## config.mk

```make
export PLATFORM = sky130hd
export DESIGN_NAME = i2c_master_register_sequencer_unit
export DESIGN_NICKNAME = d
export VERILOG_FILES = /design/src/hw/rtl/i2c_mrs_pkg.sv /design/src/hw/rtl/i2c_master_register_sequencer_unit.sv
export SDC_FILE = /design/constraint.sdc
export NUM_CORES = 1
export LEC_CHECK = 0
export BUFFER_PORTS_ARGS = -buffer_cell sky130_fd_sc_hd__buf_2
export CAP_MARGIN = 30
export CORE_ASPECT_RATIO = 0.5
export CORE_MARGIN = 2
export CORE_UTILIZATION = 55
export DETAILED_ROUTE_END_ITERATION = 10
export PLACE_DENSITY = 0.79
export SLEW_MARGIN = 20
export SYNTH_ARGS = -nofsm -noshare
export SYNTH_HDL_FRONTEND = slang
export SYNTH_SLANG_ARGS = --single-unit
```

## constraint.sdc

```tcl
create_clock -name clk_i -period 2.6 [get_ports clk_i]
set_input_delay 0 -clock clk_i [delete_from_list [all_inputs] [get_ports clk_i]]
set_output_delay 0 -clock clk_i [all_outputs]
set_load 0.02 [all_outputs]
```

## src/hw/rtl/i2c_mrs_pkg.sv

```systemverilog
// Types, codes and status constants for the I2C register sequencer.
`default_nettype none
package i2c_mrs_pkg;

  localparam int CountWidth = 8;
  localparam int InDataW    = 64;
  localparam int OutDataW   = 40;

  // phase codes; failing phase reports the same value
  localparam logic [2:0] PhIdle    = 3'd0;
  localparam logic [2:0] PhStart   = 3'd1;
  localparam logic [2:0] PhSlaW    = 3'd2;
  localparam logic [2:0] PhSub     = 3'd3;
  localparam logic [2:0] PhRestart = 3'd4;
  localparam logic [2:0] PhSlaR    = 3'd5;
  localparam logic [2:0] PhWData   = 3'd6;
  localparam logic [2:0] PhRData   = 3'd7;

  typedef enum logic [2:0] {
    ActNone    = 3'd0,
    ActStart   = 3'd1,
    ActSend    = 3'd2,
    ActRxAck   = 3'd3,
    ActRxNack  = 3'd4,
    ActStop    = 3'd5,
    ActDisable = 3'd6
  } action_e;

  localparam logic [7:0] StMaskStart  = 8'hF8;
  localparam logic [7:0] StStart      = 8'h08;
  localparam logic [7:0] StRstart     = 8'h10;
  localparam logic [7:0] StSlaWAck    = 8'h18;
  localparam logic [7:0] StDataTxAck  = 8'h28;
  localparam logic [7:0] StSlaRAck    = 8'h40;
  localparam logic [7:0] StDataRxAck  = 8'h50;
  localparam logic [7:0] StDataRxNack = 8'h58;

  typedef struct packed {
    logic [5:0]  pad;
    logic [7:0]  tx_data;
    logic [7:0]  rx_data;
    logic [7:0]  bus_status;
    logic [7:0]  byte_count;
    logic [1:0]  sub_addr_bytes;
    logic [15:0] sub_addr;
    logic [6:0]  dev_addr;
    logic        is_read;
  } in_beat_t;

  typedef struct packed {
    logic [5:0] pad;
    logic       busy_res;
    logic [7:0] fail_status;
    logic [2:0] fail_phase;
    logic       failed;
    logic       done_res;
    logic [7:0] rx_byte;
    logic       rx_valid;
    logic [7:0] tx_byte;
    action_e    action;
  } out_beat_t;

endpackage
`default_nettype wire

```

## src/hw/rtl/i2c_master_register_sequencer_unit.sv

```systemverilog
// Top level: I2C master register read/write sequencer.
// An accepted beat passes the input register, then the result register.
// Throughput: one beat per cycle unless the output stalls; the phase decode and
// status compare between the two registers is the only logic on the item path.
// Reset (rst_ni low, async): phase to idle, transaction fields cleared, both
// register stages emptied.
`default_nettype none
module i2c_master_register_sequencer_unit (
  input  wire logic                             clk_i,
  input  wire logic                             rst_ni,
  input  wire logic                             s_axis_tvalid_i,
  output      logic                             s_axis_tready_o,
  // is_read, dev_addr[7], sub_addr[16], sub_addr_bytes[2], byte_count[8],
  // bus_status[8], rx_data[8], tx_data[8], zero pad
  input  wire logic [i2c_mrs_pkg::InDataW-1:0]  s_axis_tdata_i,
  // req_type: 0 begin, 1 status report
  input  wire logic                             s_axis_tuser_i,
  output      logic                             m_axis_tvalid_o,
  input  wire logic                             m_axis_tready_i,
  // action[3], tx_byte[8], rx_valid, rx_byte[8], done_res, failed,
  // fail_phase[3], fail_status[8], busy_res, zero pad
  output      logic [i2c_mrs_pkg::OutDataW-1:0] m_axis_tdata_o
);
  import i2c_mrs_pkg::*;

  localparam int CntExt = (CountWidth > 8) ? CountWidth : 8;
  localparam logic [CountWidth-1:0] CountMax = '1;

  // input register stage
  in_beat_t in_q;
  logic     in_req_q;
  logic     in_valid_q;

  // result register stage
  out_beat_t out_q, out_d;
  logic      out_valid_q;

  // transaction state
  logic [2:0]            phase_q, phase_d;
  logic                  read_dir_q, read_dir_d;
  logic [6:0]            device_q, device_d;
  logic [15:0]           subaddr_q, subaddr_d;
  logic [1:0]            sub_left_q, sub_left_d;
  logic [CountWidth-1:0] bytes_left_q, bytes_left_d;

  logic                  advance;
  logic [7:0]            st, st_masked, addr_w;
  logic                  start_ok;
  logic [CntExt-1:0]     n_ext;
  logic [CountWidth-1:0] bytes_dec;

  // result stage frees up when empty or its beat is taken
  assign advance         = in_valid_q && (!out_valid_q || m_axis_tready_i);
  assign s_axis_tready_o = !in_valid_q || advance;

  assign st        = in_q.bus_status;
  assign st_masked = st & StMaskStart;
  assign start_ok  = (st_masked == StStart) || (st_masked == StRstart);
  assign addr_w    = {device_q, 1'b0};
  assign n_ext     = CntExt'(in_q.byte_count);
  assign bytes_dec = bytes_left_q - CountWidth'(1);

  always_comb begin
    phase_d      = phase_q;
    read_dir_d   = read_dir_q;
    device_d     = device_q;
    subaddr_d    = subaddr_q;
    sub_left_d   = sub_left_q;
    bytes_left_d = bytes_left_q;
    out_d        = '0;

    if (!in_req_q) begin
      // begin: taken only when idle, else dropped
      if (phase_q == PhIdle) begin
        read_dir_d   = in_q.is_read;
        device_d     = in_q.dev_addr;
        subaddr_d    = in_q.sub_addr;
        sub_left_d   = in_q.sub_addr_bytes[1] ? 2'd2 : in_q.sub_addr_bytes;
        bytes_left_d = (n_ext > CntExt'(CountMax)) ? CountMax : CountWidth'(n_ext);
        out_d.action = ActStart;
        phase_d      = PhStart;
      end
    end else begin
      case (phase_q)
        PhStart, PhRestart: begin
          if (!start_ok) begin
            out_d.action      = ActDisable;
            out_d.failed      = 1'b1;
            out_d.fail_phase  = phase_q;
            out_d.fail_status = st_masked;
            phase_d           = PhIdle;
          end else if (phase_q == PhRestart || (read_dir_q && sub_left_q == 2'd0)) begin
            out_d.action  = ActSend;
            out_d.tx_byte = addr_w | 8'h01;
            phase_d       = PhSlaR;
          end else begin
            out_d.action  = ActSend;
            out_d.tx_byte = addr_w;
            phase_d       = PhSlaW;
          end
        end
        PhSlaW, PhSub, PhWData: begin
          if (st != ((phase_q == PhSlaW) ? StSlaWAck : StDataTxAck)) begin
            out_d.action      = ActDisable;
            out_d.failed      = 1'b1;
            out_d.fail_phase  = phase_q;
            out_d.fail_status = st;
            phase_d           = PhIdle;
          end else if (phase_q != PhWData && sub_left_q != 2'd0) begin
            // high byte first when two remain
            out_d.action  = ActSend;
            out_d.tx_byte = (sub_left_q == 2'd2) ? subaddr_q[15:8] : subaddr_q[7:0];
            sub_left_d    = sub_left_q - 2'd1;
            phase_d       = PhSub;
          end else if (phase_q != PhWData && read_dir_q) begin
            out_d.action = ActStart;
            phase_d      = PhRestart;
          end else if (bytes_left_q != '0) begin
            out_d.action  = ActSend;
            out_d.tx_byte = in_q.tx_data;
            bytes_left_d  = bytes_dec;
            phase_d       = PhWData;
          end else begin
            out_d.action   = ActStop;
            out_d.done_res = 1'b1;
            phase_d        = PhIdle;
          end
        end
        PhSlaR: begin
          if (st != StSlaRAck) begin
            out_d.action      = ActDisable;
            out_d.failed      = 1'b1;
            out_d.fail_phase  = phase_q;
            out_d.fail_status = st;
            phase_d           = PhIdle;
          end else if (bytes_left_q == '0) begin
            out_d.action   = ActStop;
            out_d.done_res = 1'b1;
            phase_d        = PhIdle;
          end else begin
            out_d.action = (bytes_left_q == CountWidth'(1)) ? ActRxNack : ActRxAck;
            phase_d      = PhRData;
          end
        end
        PhRData: begin
          if (st != ((bytes_left_q == CountWidth'(1)) ? StDataRxNack : StDataRxAck)) begin
            out_d.action      = ActDisable;
            out_d.failed      = 1'b1;
            out_d.fail_phase  = phase_q;
            out_d.fail_status = st;
            phase_d           = PhIdle;
          end else begin
            out_d.rx_valid = 1'b1;
            out_d.rx_byte  = in_q.rx_data;
            bytes_left_d   = bytes_dec;
            if (bytes_dec == '0) begin
              out_d.action   = ActStop;
              out_d.done_res = 1'b1;
              phase_d        = PhIdle;
            end else begin
              out_d.action = (bytes_dec == CountWidth'(1)) ? ActRxNack : ActRxAck;
            end
          end
        end
        default: begin
          // status report while idle: nothing to do
          phase_d = PhIdle;
        end
      endcase
    end

    out_d.busy_res = (phase_d != PhIdle);
  end

  // input register
  always_ff @(posedge clk_i or negedge rst_ni) begin
    if (!rst_ni) begin
      in_valid_q <= 1'b0;
    end else if (s_axis_tready_o) begin
      in_valid_q <= s_axis_tvalid_i;
    end
  end

  always_ff @(posedge clk_i) begin
    if (s_axis_tvalid_i && s_axis_tready_o) begin
      in_q     <= in_beat_t'(s_axis_tdata_i);
      in_req_q <= s_axis_tuser_i;
    end
  end

  // transaction state, updated as each beat moves to the result register
  always_ff @(posedge clk_i or negedge rst_ni) begin
    if (!rst_ni) begin
      phase_q      <= PhIdle;
      read_dir_q   <= 1'b0;
      device_q     <= '0;
      subaddr_q    <= '0;
      sub_left_q   <= '0;
      bytes_left_q <= '0;
    end else if (advance) begin
      phase_q      <= phase_d;
      read_dir_q   <= read_dir_d;
      device_q     <= device_d;
      subaddr_q    <= subaddr_d;
      sub_left_q   <= sub_left_d;
      bytes_left_q <= bytes_left_d;
    end
  end

  // result register
  always_ff @(posedge clk_i or negedge rst_ni) begin
    if (!rst_ni) begin
      out_valid_q <= 1'b0;
    end else if (advance) begin
      out_valid_q <= 1'b1;
    end else if (m_axis_tready_i) begin
      out_valid_q <= 1'b0;
    end
  end

  always_ff @(posedge clk_i) begin
    if (advance) begin
      out_q <= out_d;
    end
  end

  assign m_axis_tvalid_o = out_valid_q;
  assign m_axis_tdata_o  = OutDataW'(out_q);

endmodule
`default_nettype wire

```

==> out/qor.csv <==
metric,value,unit
WP data arrival,2.59,ns
Reg-to-Reg End,m_axis_tdata_o[33],
post-route ant nets,0,
asr flop ratio synth,0.295,
Hold Fails Final Rpt,0,
Slew @ Worst Pin,0.616,ns
final setup vio count,0,
CP startpoint kind,flip-flop,
post-synth cell types,72,
1st-iter DRT viols,344,
fmax,0.410,GHz
Starting Density,0.568,
syn_area_per_cell,13.4,um2
Worst-Skew Late Latency,0.41,ns
CTS Buf Count,17,
Reg2Reg Depth,7,
max-capacitance violation count,0,
Overflow after GRT,0,
pin count of the biggest net entering global routing,60,
fin. max-slew vios,0,
hpwl dp,7630,um
"Req. time, crit path",2.74,ns
fin util,0.755,
most numerous cell in the Yosys netlist,edfxtp_1,
Pleak,0.00313,uW
Via Count,4138,
Root Driver,clkbuf_16,
DRC,0,
"Max stage delay cell, worst path",o41ai_2,
drt first pass iters,6,
"top cells by count, synth","edfxtp_1, dfrtp_1, nor2_1",
Tcrit/Tclk final,0.939,
status,finished clean,
area grow syn2layout,32.9,%
RSZ-0062 raised after global routing,false,
Yosys top cell area share,0.478,
register bit total from synthesis,132,
Port Buf Inserts,98,
IO Pins,111,
vias in the first global route,4064,
H-Tree Depth,4,
Worst-path clk slew,0.06,ns
R2R Path Start,bytes_left_q[1],
Final Wtd Congestion,0.942,
dominant cell type by area after synthesis,edfxtp_1,
clock skew,0.00795,ns
share of cells above drive strength 1,0.300,
CTS tree,yes,
CTS sink count,132,
first-pass GRT wire length,20400,um
Die X-Extent,150,um
diode count,0,
Setup crit start,bytes_left_q[1],
CORE AREA,10300,um2
die area,11500,um2
slew margin rel.,0.587,
synthesized area,5840,um2
setup_tns,0,ns
Cells after Synth,435,
per-cell routed wire length,16.5,um
register area share after synthesis,0.645,
site row count,26,
post-layout min period,2.44,ns
P per Cell Area,859,nW/um2
"Largest stage delay, worst path",0.45,ns
post-CTS sizing,0,
Hold WC Path Type,primary input to async pin,
initial antenna violation count,0,
Post-synth EDFFs,93,
Synth area leaders,"edfxtp_1, dfrtp_1, mux2_2",
crit path max fanout,6,
synth warn,0,
Crit Path Class,flip-flop to flip-flop,
final net count,684,
Peak supply drop,0.000610,V
Clock Path Buffers,2,
WL final,12500,um
Vias/cell,5.44,
GRT Total Usage,0.234,
CP endpoint kind,flip-flop,
flop2flop setup slack,0.16,ns
"Top FF cell, synth",edfxtp_1,
DIE HEIGHT,76.9,um
crit path cell chain,"inv_1, ha_1, o41ai_2, nand3_1, a221oi_1, a21boi_1, nand4_1",
registers in the layout, indices dropped and copies added (netlist names):
signal	cells
in_q	42
m_axis_tdata_o	34
subaddr_q	16
bytes_left_q	8
n_ext	8
st	8
device_q	7
phase_q	3
sub_left_q	2
in_req_q	1
in_valid_q	1
m_axis_tvalid_o	1
read_dir_q	1
final cells by class:
type	count	area (um2)
Sequential cell	132	3770
Tap cell	140	175
Fill cell	660	2520
Inverter	11	41.3
Timing Repair Buffer	181	1300
Clock inverter	10	118
Multi-Input combinational cell	265	1870
Clock buffer	22	487
through the flow:
stage          instance area, um2  power [uW]  setup slack (ns)  hold slack, ns  std cells
3_5_place_dp                 6500        4200             0.181           0.178        665
6_report                     7760        6670             0.160          0.0658        761
3_3_place_gp                 6500        4140             0.269           0.177        665
4_1_cts                      7730        6690             0.165           0.281        760
2_1_floorplan                5860        3830           0.00705          -0.296        440
5_1_grt                      7760        7000            0.0135          0.0821        761
worst max-delay path, delay by kind of cell (launching register included):
| kind | cells | cell delay (ns) |
|---|---|---|
| DFF | 1 | 0.41 |
| adders and majority gates | 1 | 0.24 |
| AOI/OAI and AO/OA | 3 | 1.08 |
| buffers and inverters | 1 | 0.14 |
| and+or+nand+nor | 2 | 0.31 |
worst max path at each step:
stage                               endpoint
after floorplan                      in_q[0]
after global placement    m_axis_tdata_o[33]
after detailed placement  m_axis_tdata_o[33]
after CTS                 m_axis_tdata_o[33]
after global routing      m_axis_tdata_o[33]
final                     m_axis_tdata_o[33]
per-layer routing:
metal	global-route usage	up-vias	part of all wire
met1	0.314	1963	0.45
met4	0.0821	0	0.013
met5	0	-	0
li1	-	1986	-
met3	0.0560	22	0.064
met2	0.379	167	0.48
power by group:
part	leakage, uW	switching [uW]	internal [uW]
Sequential	0.00137	258	2650
Clock	0.000285	877	1530
Combinational	0.00147	716	645
cell usage in the layout (no fill, tap or decap), types with 8 or more instances in the layout:
cell | netlist | layout
buf_4 | 9 | 18
and2_1 | 9 | 8
nor2_1 | 38 | 38
buf_2 | 10 | 98
nand2_1 | 21 | 21
dlygate4sd3_1 | 0 | 63
a21oi_1 | 19 | 19
clkbuf_16 | 0 | 19
edfxtp_1 | 93 | 93
dfrtp_1 | 39 | 39
mux2_1 | 11 | 11
and3_1 | 12 | 12
mux2_2 | 21 | 21
inv_1 | 11 | 11
what timing repair did:
action	CTS	global route
setup buffers	0	0
endpoints found under the hold margin	100	0
hold buffers	63	0
cells by family after synthesis:
| logic type | synth area share |
|---|---|
| mux | 0.0634 |
| compound gates | 0.108 |
| other cells | 0.000642 |
| flops | 0.645 |
| simple gates | 0.127 |
| buf+inv | 0.0381 |
| xor+xnor | 0.00300 |
| fa+ha+maj | 0.0150 |
(Power assumes the default switching activity.)
